==> src/rtl/wcac_ram.sv <==
// Generic single-write, single-read RAM with registered read data.
module wcac_ram #(
  parameter int WIDTH = 8,
  parameter int DEPTH = 16
) (
  input  logic                     clk,
  input  logic                     we,
  input  logic [$clog2(DEPTH)-1:0] waddr,
  input  logic [WIDTH-1:0]         wdata,
  input  logic [$clog2(DEPTH)-1:0] raddr,
  output logic [WIDTH-1:0]         rdata
);
  logic [WIDTH-1:0] mem [DEPTH];

  always_ff @(posedge clk) begin
    if (we) begin
      mem[waddr] <= wdata;
    end
    rdata <= mem[raddr];
  end
endmodule

==> config.mk <==
export PLATFORM = sky130hd
export DESIGN_NAME = wcac_ram
export DESIGN_NICKNAME = d
export VERILOG_FILES = /design/src/rtl/wcac_ram.sv
export SDC_FILE = /design/constraint.sdc
export NUM_CORES = 1
export LEC_CHECK = 0
export ABC_CLOCK_PERIOD_IN_PS = 3100
export BUFFER_PORTS_ARGS = -buffer_cell sky130_fd_sc_hd__clkbuf_2
export CORE_MARGIN = 2
export CORE_UTILIZATION = 45
export DETAILED_ROUTE_END_ITERATION = 12
export PLACE_DENSITY = 0.59
export RECOVER_POWER = 100
export SYNTH_ARGS = -nofsm -noshare
export SYNTH_HDL_FRONTEND = slang
export SYNTH_SLANG_ARGS = --single-unit
==> constraint.sdc <==
create_clock -name clk -period 3.1 [get_ports clk]
set_input_delay 0.155 -clock clk [delete_from_list [all_inputs] [get_ports clk]]
set_output_delay 0.155 -clock clk [all_outputs]
set_load 0.02 [all_outputs]
Word-level counts from Yosys, hierarchy flattened
Memories as Yosys holds them, arrays and structs flattened. A register that Yosys moved wholly into a read port is not among the register bits.
Index checks and enable logic that the tools add are counted.
{ "word_totals": {"register_bits": 0, "mem_bits_rw": 128, "inputBits": 18, "out_inout_bits": 8, "memories": 1} }
{ "memory_table": {"columns": ["memory", "depth", "width", "rd", "rd_ports_with_merged_regs", "write_ports", "line_no", "rtl"], "rows": [
  ["mem", 16, 8, 1, 1, 1, "13", "logic [WIDTH-1:0] mem [DEPTH];"]
]} }
{ "op_classes": {"mux": 2} }
{ "ops": {"columns": ["cell", "count"], "rows": [
  ["1-bit 2-to-1 mux", 2]
]} }

Logic depth before layout (Yosys ltp)
Gate-level depths: netlist of the first run.
{ "depth": {"ltp_word": 2, "mapped_depth": 5, "ltp_nobuf": 3} }

Worst setup path before layout of the first run
Ideal clock, no wire load.
{ "synth_path": {"kind": "input to register", "from": "in waddr[2]", "to": "mem mem[0][0] (enable)", "arrival_ps": 1265, "t_required_ps": 2717, "setup_slack_ps": 1452, "cell_stages": 2, "path_buffers": 0, "cell_sequence": "or3b_2 > nor3_1"} }
{ "synth_rtl": {"columns": ["element", "line_no", "rtl"], "rows": [
  ["start, declared", "8", "input logic [$clog2(DEPTH)-1:0] waddr,"],
  ["end, declared", "13", null]
]} }
Straight into the memory's write port.

==> run_results.csv, run 1 <==
group,metric,value,unit
clock_tree,cts-root-to-sink-buffers,2,
flow_run,cap_viol_max_count,0,
placement,half_perimeter_wire_length_after_placement,6330,um
final_layout,final_layout_size_suffix_gt1_share,19.5,%
logic_synthesis,postSynthRegisterBits,136,
floorplanning,core_area,11300,um2
timing,finClkSkew,0.0111,ns
logic_synthesis,post_syn_area_per_cell,22.5,um2
route,drc_errors,0,
clock_tree,clock_tree.root_cell,"sky130_fd_sc_hd__clkbuf_16",
timing,grt_setup_unrepaired,"no",
timing,final_number_of_setup_violating_endpoints,0,
critical_path,cp_num_buf_inv,2,
placement,io_buffer_count,25,
critical_path,critPathKind,"in -> reg",
logic_synthesis,asyncSetResetFlopFracSynth,0,%
route,route.final.wire_length,9660,um
clock_tree,cts_max_level,4,
timing,final_max_slew_viol_count,0,
logic_synthesis,number_of_flops_mapped_to_enable_cells_by_yosys,128,
power_and_ir_drop,vdd_ir_drop_max,0.336,mV
critical_path,worstPathArrival,2.40,ns
floorplanning,pin_count,26,
critical_path,crit_path_cell_trace,"clkbuf_1, buf_12, mux4_1, a22oi_1, nand2_1",
final_layout,design_area,5980,um2
final_layout,antenna_cells,0,
grt,grt_antenna_before_repair,0,
critical_path,critPathTopFamily,"buffers and inverters",
final_layout,area_growth_syn_to_layout,16.2,%
floorplanning,initial_core_util,45.7,%
grt,globalRoute.totalOverflow,0,
grt,grt_max_degree,33,
timing,clock.fmax,471,MHz
power_and_ir_drop,pwr_density_cell,713,nW/um2
route,drt.antenna.violating_nets,0,
clock_tree,postCtsResizedCells,0,
timing,final_hold_viol_count,0,
logic_synthesis,synthesized_area,5150,um2
timing,max_slew.worst_pin.slew,1.42,ns
clock_tree,cts-buffers-inserted,17,
placement,placement.cell_area,5420,um2
placement,gpl.final_weighted_congestion,0.746,
clock_tree,cts.clk_slew.worst_paths,0.05,ns
route,detailedRoute.firstIterationViolations,173,
critical_path,critical_path.max_fanout,16,
logic_synthesis,synth_seq_area_share,77.8,%
logic_synthesis,yosys.cell_types.count,19,
floorplanning,fp.dieArea,12300,um2
route,route.detailed.wl_per_inst,22.7,um
critical_path,stage_delay_of_the_slowest_cell_on_the_critical_path,1.01,ns
grt,wire_length_of_the_first_global_routing_pass,14900,um
clock_tree,postCtsSetupRepairBufs,0,
clock_tree,tritoncts,"yes",
floorplanning,row_count,39,
logic_synthesis,ys.flop_type,"sky130_fd_sc_hd__edfxtp_1",
timing,final.min_clock_period,2.12,ns
worst_hold_path,worstHoldPathType,"in -> reg",
critical_path,worst_setup_path_start_kind,"input pin",
final_layout,layout_common_cells,"sky130_fd_sc_hd__edfxtp_1, sky130_fd_sc_hd__clkbuf_1, sky130_fd_sc_hd__mux4_2",
clock_tree,clkSinkCount,136,
timing,timing.final.crit_share,68.4,%
logic_synthesis,netlist.area_leader.share,74.7,%
clock_tree,post_cts_hold_buffer_count,0,
grt,first_global_vias,2457,
route,detail_route.first_pass.iterations,4,
critical_path,crit_slowest_cell,"sky130_fd_sc_hd__clkbuf_1",
clock_tree,worstSkewPairLatency,0.41,ns
timing,setup_total_negative_slack,0,ns
power_and_ir_drop,leakage,0.00195,uW
route,drt-vias-per-instance,5.60,
logic_synthesis,netlist_instances,229,
run_status,status,"finished clean",
logic_synthesis,synth-warning-count,0,
grt,grt_util_all_layers,17.0,%
critical_path,setup.worst_path.end_class,"flop",
final_layout,fillerInstances,870,
critical_path,crit_required,3.38,ns
power_and_ir_drop,fin_total_pwr,4270,uW
route,num_vias,2379,
final_layout,most_common_cell_after_layout_fill_and_taps_aside,"sky130_fd_sc_hd__edfxtp_1",
final_layout,num-nets-final,287,
floorplanning,floorplan_die_height,111,um
logic_synthesis,synth_top_cell_by_area,"sky130_fd_sc_hd__edfxtp_1",
logic_synthesis,mappedNetlistNets,247,
timing,relative_slew_slack,5.09,%
timing,hold-worst-slack,0.265,ns
floorplanning,floorplan.die.width,111,um
logic_synthesis,synth_area_leaders,"sky130_fd_sc_hd__edfxtp_1, sky130_fd_sc_hd__mux4_2, sky130_fd_sc_hd__mux4_1, sky130_fd_sc_hd__dfxtp_1, sky130_fd_sc_hd__a22oi_1",
worst reg2reg max path: cells and delay by family (launching register included):
kind / cells / cell delay [ns]
flip-flops: 1 / 0.36
AND/OR/NAND/NOR: 1 / 0.11
multiplexers: 1 / 0.55
AO/OA/AOI/OAI: 1 / 0.23
stage by stage:
| step | util, % | setup slack (ns) | instances |
|---|---|---|---|
| 5_1_grt | 53.1 | 0.771 | 425 |
| 3_5_place_dp | 48.1 | 1.08 | 393 |
| 6_report | 53.1 | 0.979 | 425 |
| 4_1_cts | 53.4 | 1.51 | 425 |
| 3_3_place_gp | 48.1 | 1.10 | 393 |
| 2_1_floorplan | - | 1.45 | 229 |
final cells by class:
class	instances	area [um2]	area share [%]
Tap cell	143	179	2.99
Clock buffer	23	478	7.99
Clock inverter	9	123	2.05
Sequential cell	136	4000	66.9
Multi-Input combinational cell	83	1060	17.7
Timing Repair Buffer	31	143	2.38
state kept, by name, indices dropped and copies added (netlist names):
name   flops
mem      128
rdata      8
synthesized netlist by cell type (2+ instances only):
master	count
sky130_fd_sc_hd__nor2_1	13
sky130_fd_sc_hd__dfxtp_1	8
sky130_fd_sc_hd__nor3_1	4
sky130_fd_sc_hd__clkdlybuf4s25_2	3
sky130_fd_sc_hd__buf_6	3
sky130_fd_sc_hd__nand2_1	9
sky130_fd_sc_hd__nand2b_1	2
sky130_fd_sc_hd__edfxtp_1	128
sky130_fd_sc_hd__a22oi_1	16
sky130_fd_sc_hd__buf_2	3
sky130_fd_sc_hd__nand3b_1	2
sky130_fd_sc_hd__mux4_2	18
sky130_fd_sc_hd__mux4_1	14
metal layers:
layer  global-route usage [%]  part of all wire, %  vias up
li1                         -                    -     1060
met1                     23.2                   46     1253
met2                     26.7                   50       60
met3                     5.03                  3.3        6
met4                     5.50                 0.77        0
met5                        0                    0        -
logic make-up (layout without fill, tap and decap cells):
| family | Yosys count | count (layout) | synth area share [%] |
|---|---|---|---|
| flip-flops | 136 | 136 | 77.8 |
| AND/OR/NAND/NOR | 35 | 35 | 3.18 |
| multiplexers | 32 | 32 | 15.0 |
| AO/OA/AOI/OAI | 16 | 16 | 2.33 |
| buffers and inverters | 10 | 63 | 1.68 |
power by group:
| part | total [uW] | internal, uW | switching, uW |
|---|---|---|---|
| clock | 2010 | 1320 | 685 |
| sequential | 2070 | 2060 | 12.9 |
| combinational | 188 | 71.4 | 117 |
path summary, 6_finish.rpt:
kind / start / to / slack, ns / depth (start not counted)
min reg2reg: mem[14][3]$_DFFE_PP_ / rdata[3]$_DFF_P_ / 0.67 / 3
max: raddr[0] / rdata[2]$_DFF_P_ / 0.98 / 5
max reg2reg: mem[5][2]$_DFFE_PP_ / rdata[2]$_DFF_P_ / 1.71 / 3
min: wdata[1] / mem[6][1]$_DFFE_PP_ / 0.26 / 1
Power figures use the tool's default switching activity.
==> inputs of run 2 (changes only) <==
ABC_CLOCK_PERIOD_IN_PS = 2100   (was 3100)
clock period = 2.1 ns   (was 3.1 ns; I/O delays follow)
==> run 2 against run 1 <==
  * Non-clock buffer count grew 17
  * Critical path depth fell by 2
  * Sequential power increased by 47%
  * Flip-flop and latch count is the same
  * Clock skew decreased by 0.00063 ns
  * Worst setup slack got worse by 0.25 ns
  * Critical path type is now reg -> reg
  * Worst hold slack worse by 0.057 ns
  * Final cell count increased by 4.0%
  * Global-route usage increased by 0.13 points
  * Critical endpoint is now rdata[5]$_DFF_P_
  * Register-to-register slack worse by 0.99 ns
==> run_results.csv, run 2 (same netlist as run 1, synthesis figures left out) <==
group,metric,value,unit
timing,clock.fmax,727,MHz
grt,first_global_vias,2461,
route,num_vias,2426,
timing,final.min_clock_period,1.38,ns
grt,wire_length_of_the_first_global_routing_pass,15000,um
power_and_ir_drop,pwr_density_cell,1040,nW/um2
floorplanning,floorplan_die_height,111,um
final_layout,most_common_cell_after_layout_fill_and_taps_aside,"sky130_fd_sc_hd__edfxtp_1",
power_and_ir_drop,internal_power,5100,uW
floorplanning,core_area,11300,um2
floorplanning,pin_count,26,
critical_path,crit_slowest_cell,"sky130_fd_sc_hd__mux4_1",
critical_path,stage_delay_of_the_slowest_cell_on_the_critical_path,0.49,ns
placement,io_buffer_count,25,
floorplanning,floorplan.die.width,111,um
grt,grt_antenna_before_repair,0,
timing,max_slew.worst_pin.slew,0.654,ns
final_layout,fillerInstances,875,
final_layout,finish.utilization,53.8,%
critical_path,crit_required,2.39,ns
route,detailedRoute.firstIterationViolations,160,
clock_tree,cts-root-to-sink-buffers,2,
floorplanning,fp.dieArea,12300,um2
timing,setup_total_negative_slack,0,ns
timing,finClkSkew,0.0105,ns
final_layout,largest_reg_flops,128,
critical_path,worstPathArrival,1.67,ns
timing,grt_setup_unrepaired,"no",
power_and_ir_drop,switching_power,1210,uW
route,drt-vias-per-instance,5.49,
clock_tree,clock_tree.root_cell,"sky130_fd_sc_hd__clkbuf_16",
timing,timing.final.crit_share,65.5,%
critical_path,crit_path_cell_trace,"mux4_1, a22oi_1, nand2_1",
floorplanning,initial_core_util,45.7,%
route,drt.antenna.violating_nets,0,
route,met3_wirelength,431,um
route,routed-wl-met2,4610,um
final_layout,layout_common_cells,"sky130_fd_sc_hd__edfxtp_1, sky130_fd_sc_hd__clkbuf_1, sky130_fd_sc_hd__mux4_2",
power_and_ir_drop,clock_power_share,47.0,%
clock_tree,postCtsSetupRepairBufs,0,
route,route.final.wire_length,9620,um
final_layout,antenna_cells,0,
placement,half_perimeter_wire_length_after_placement,6020,um
final_layout,final_layout_size_suffix_gt1_share,19.1,%
clock_tree,clkSinkCount,136,
flow_run,cap_viol_max_count,0,
final_layout,area_growth_syn_to_layout,17.9,%
critical_path,critPathKind,"reg -> reg",
timing,final_hold_viol_count,0,
route,drc_errors,0,
power_and_ir_drop,net_switching_fraction_of_the_power,19.2,%
timing,final_max_slew_viol_count,0,
timing,relative_slew_slack,56.4,%
power_and_ir_drop,vdd_ir_drop_max,0.546,mV
floorplanning,row_count,39,
critical_path,critical_path.max_fanout,1,
power_and_ir_drop,leakage,0.00199,uW
route,dr.max_layer_used,"met4",
route,route.detailed.wl_per_inst,21.8,um
clock_tree,cts.clk_slew.worst_paths,0.05,ns
critical_path,worst_setup_path_start_kind,"flop",
power_and_ir_drop,power.combinational.fraction,4.5,%
clock_tree,tritoncts,"yes",
final_layout,num-nets-final,304,
clock_tree,cts-buffers-inserted,17,
timing,final_number_of_setup_violating_endpoints,0,
clock_tree,postCtsResizedCells,0,
run_status,status,"finished clean",
route,routedLengthMet1,4460,um
placement,gpl.final_weighted_congestion,0.720,
power_and_ir_drop,power_frac_seq,48.4,%
final_layout,layout_top_registers,"mem (128), rdata (8)",
clock_tree,post_cts_hold_buffer_count,0,
final_layout,max_flop_register,"mem",
clock_tree,cts_max_level,4,
route,detail_route.first_pass.iterations,5,
grt,grt_util_all_layers,17.1,%
critical_path,setup.worst_path.end_class,"flop",
grt,grt_max_degree,33,
grt,globalRoute.totalOverflow,0,
clock_tree,worstSkewPairLatency,0.41,ns
worst_hold_path,worstHoldPathType,"in -> reg",
[run 2: stage by stage]
| stage | hold slack, ns | worst slack [ns] | cells | instance area [um2] | total power (uW) |
|---|---|---|---|---|---|
| 2_1_floorplan | 0.204 | 0.502 | 229 | 5150 | 3280 |
| 3_3_place_gp | 0.514 | 0.498 | 410 | 5560 | 3410 |
| 3_5_place_dp | 0.521 | 0.510 | 410 | 5560 | 3410 |
| 6_report | 0.208 | 0.725 | 442 | 6070 | 6310 |
| 4_1_cts | 0.107 | 0.742 | 442 | 6160 | 6370 |
| 5_1_grt | 0.254 | 0.658 | 442 | 6070 | 6520 |
[run 2: area by class of cell]
class / count / area, um2 / share of cell area, %
Clock buffer: 23 / 478 / 7.88
Timing Repair Buffer: 48 / 228 / 3.75
Tap cell: 143 / 179 / 2.95
Multi-Input combinational cell: 83 / 1060 / 17.4
Sequential cell: 136 / 4000 / 66.0
Clock inverter: 9 / 121 / 2.00
[run 2: worst max-delay path: cells and delay by family, from the launching register on]
| family | cells | cell delay [ns] |
|---|---|---|
| AOI/OAI and AO/OA | 1 | 0.33 |
| muxes | 1 | 0.49 |
| and+or+nand+nor | 1 | 0.09 |
| DFF | 1 | 0.36 |
[run 2: power by group through the flow]
stage	registers (uW)	clock network, uW	logic, uW
6_report	3050	2960	286
5_1_grt	3060	3140	315
4_1_cts	3060	3010	306
3_5_place_dp	3110	0	304
3_3_place_gp	3110	0	300
2_1_floorplan	3130	0	154
[run 2: path summary, 6_finish.rpt]
check / depth (start not counted) / slack (ns) / end / start
worst min-delay path: 1 / 0.21 / mem[6][1]$_DFFE_PP_ / wdata[1]
worst min register to register: 3 / 0.67 / rdata[3]$_DFF_P_ / mem[12][3]$_DFFE_PP_
worst max register to register: 3 / 0.72 / rdata[5]$_DFF_P_ / mem[2][5]$_DFFE_PP_
worst max-delay path: 3 / 0.72 / rdata[5]$_DFF_P_ / mem[2][5]$_DFFE_PP_
[run 2: per-layer routing]
metal | vias to the layer above | GRT usage, %
met4 | 0 | 6.00
li1 | 1088 | -
met2 | 63 | 25.3
met3 | 10 | 4.98
met1 | 1265 | 24.7
met5 | - | 0
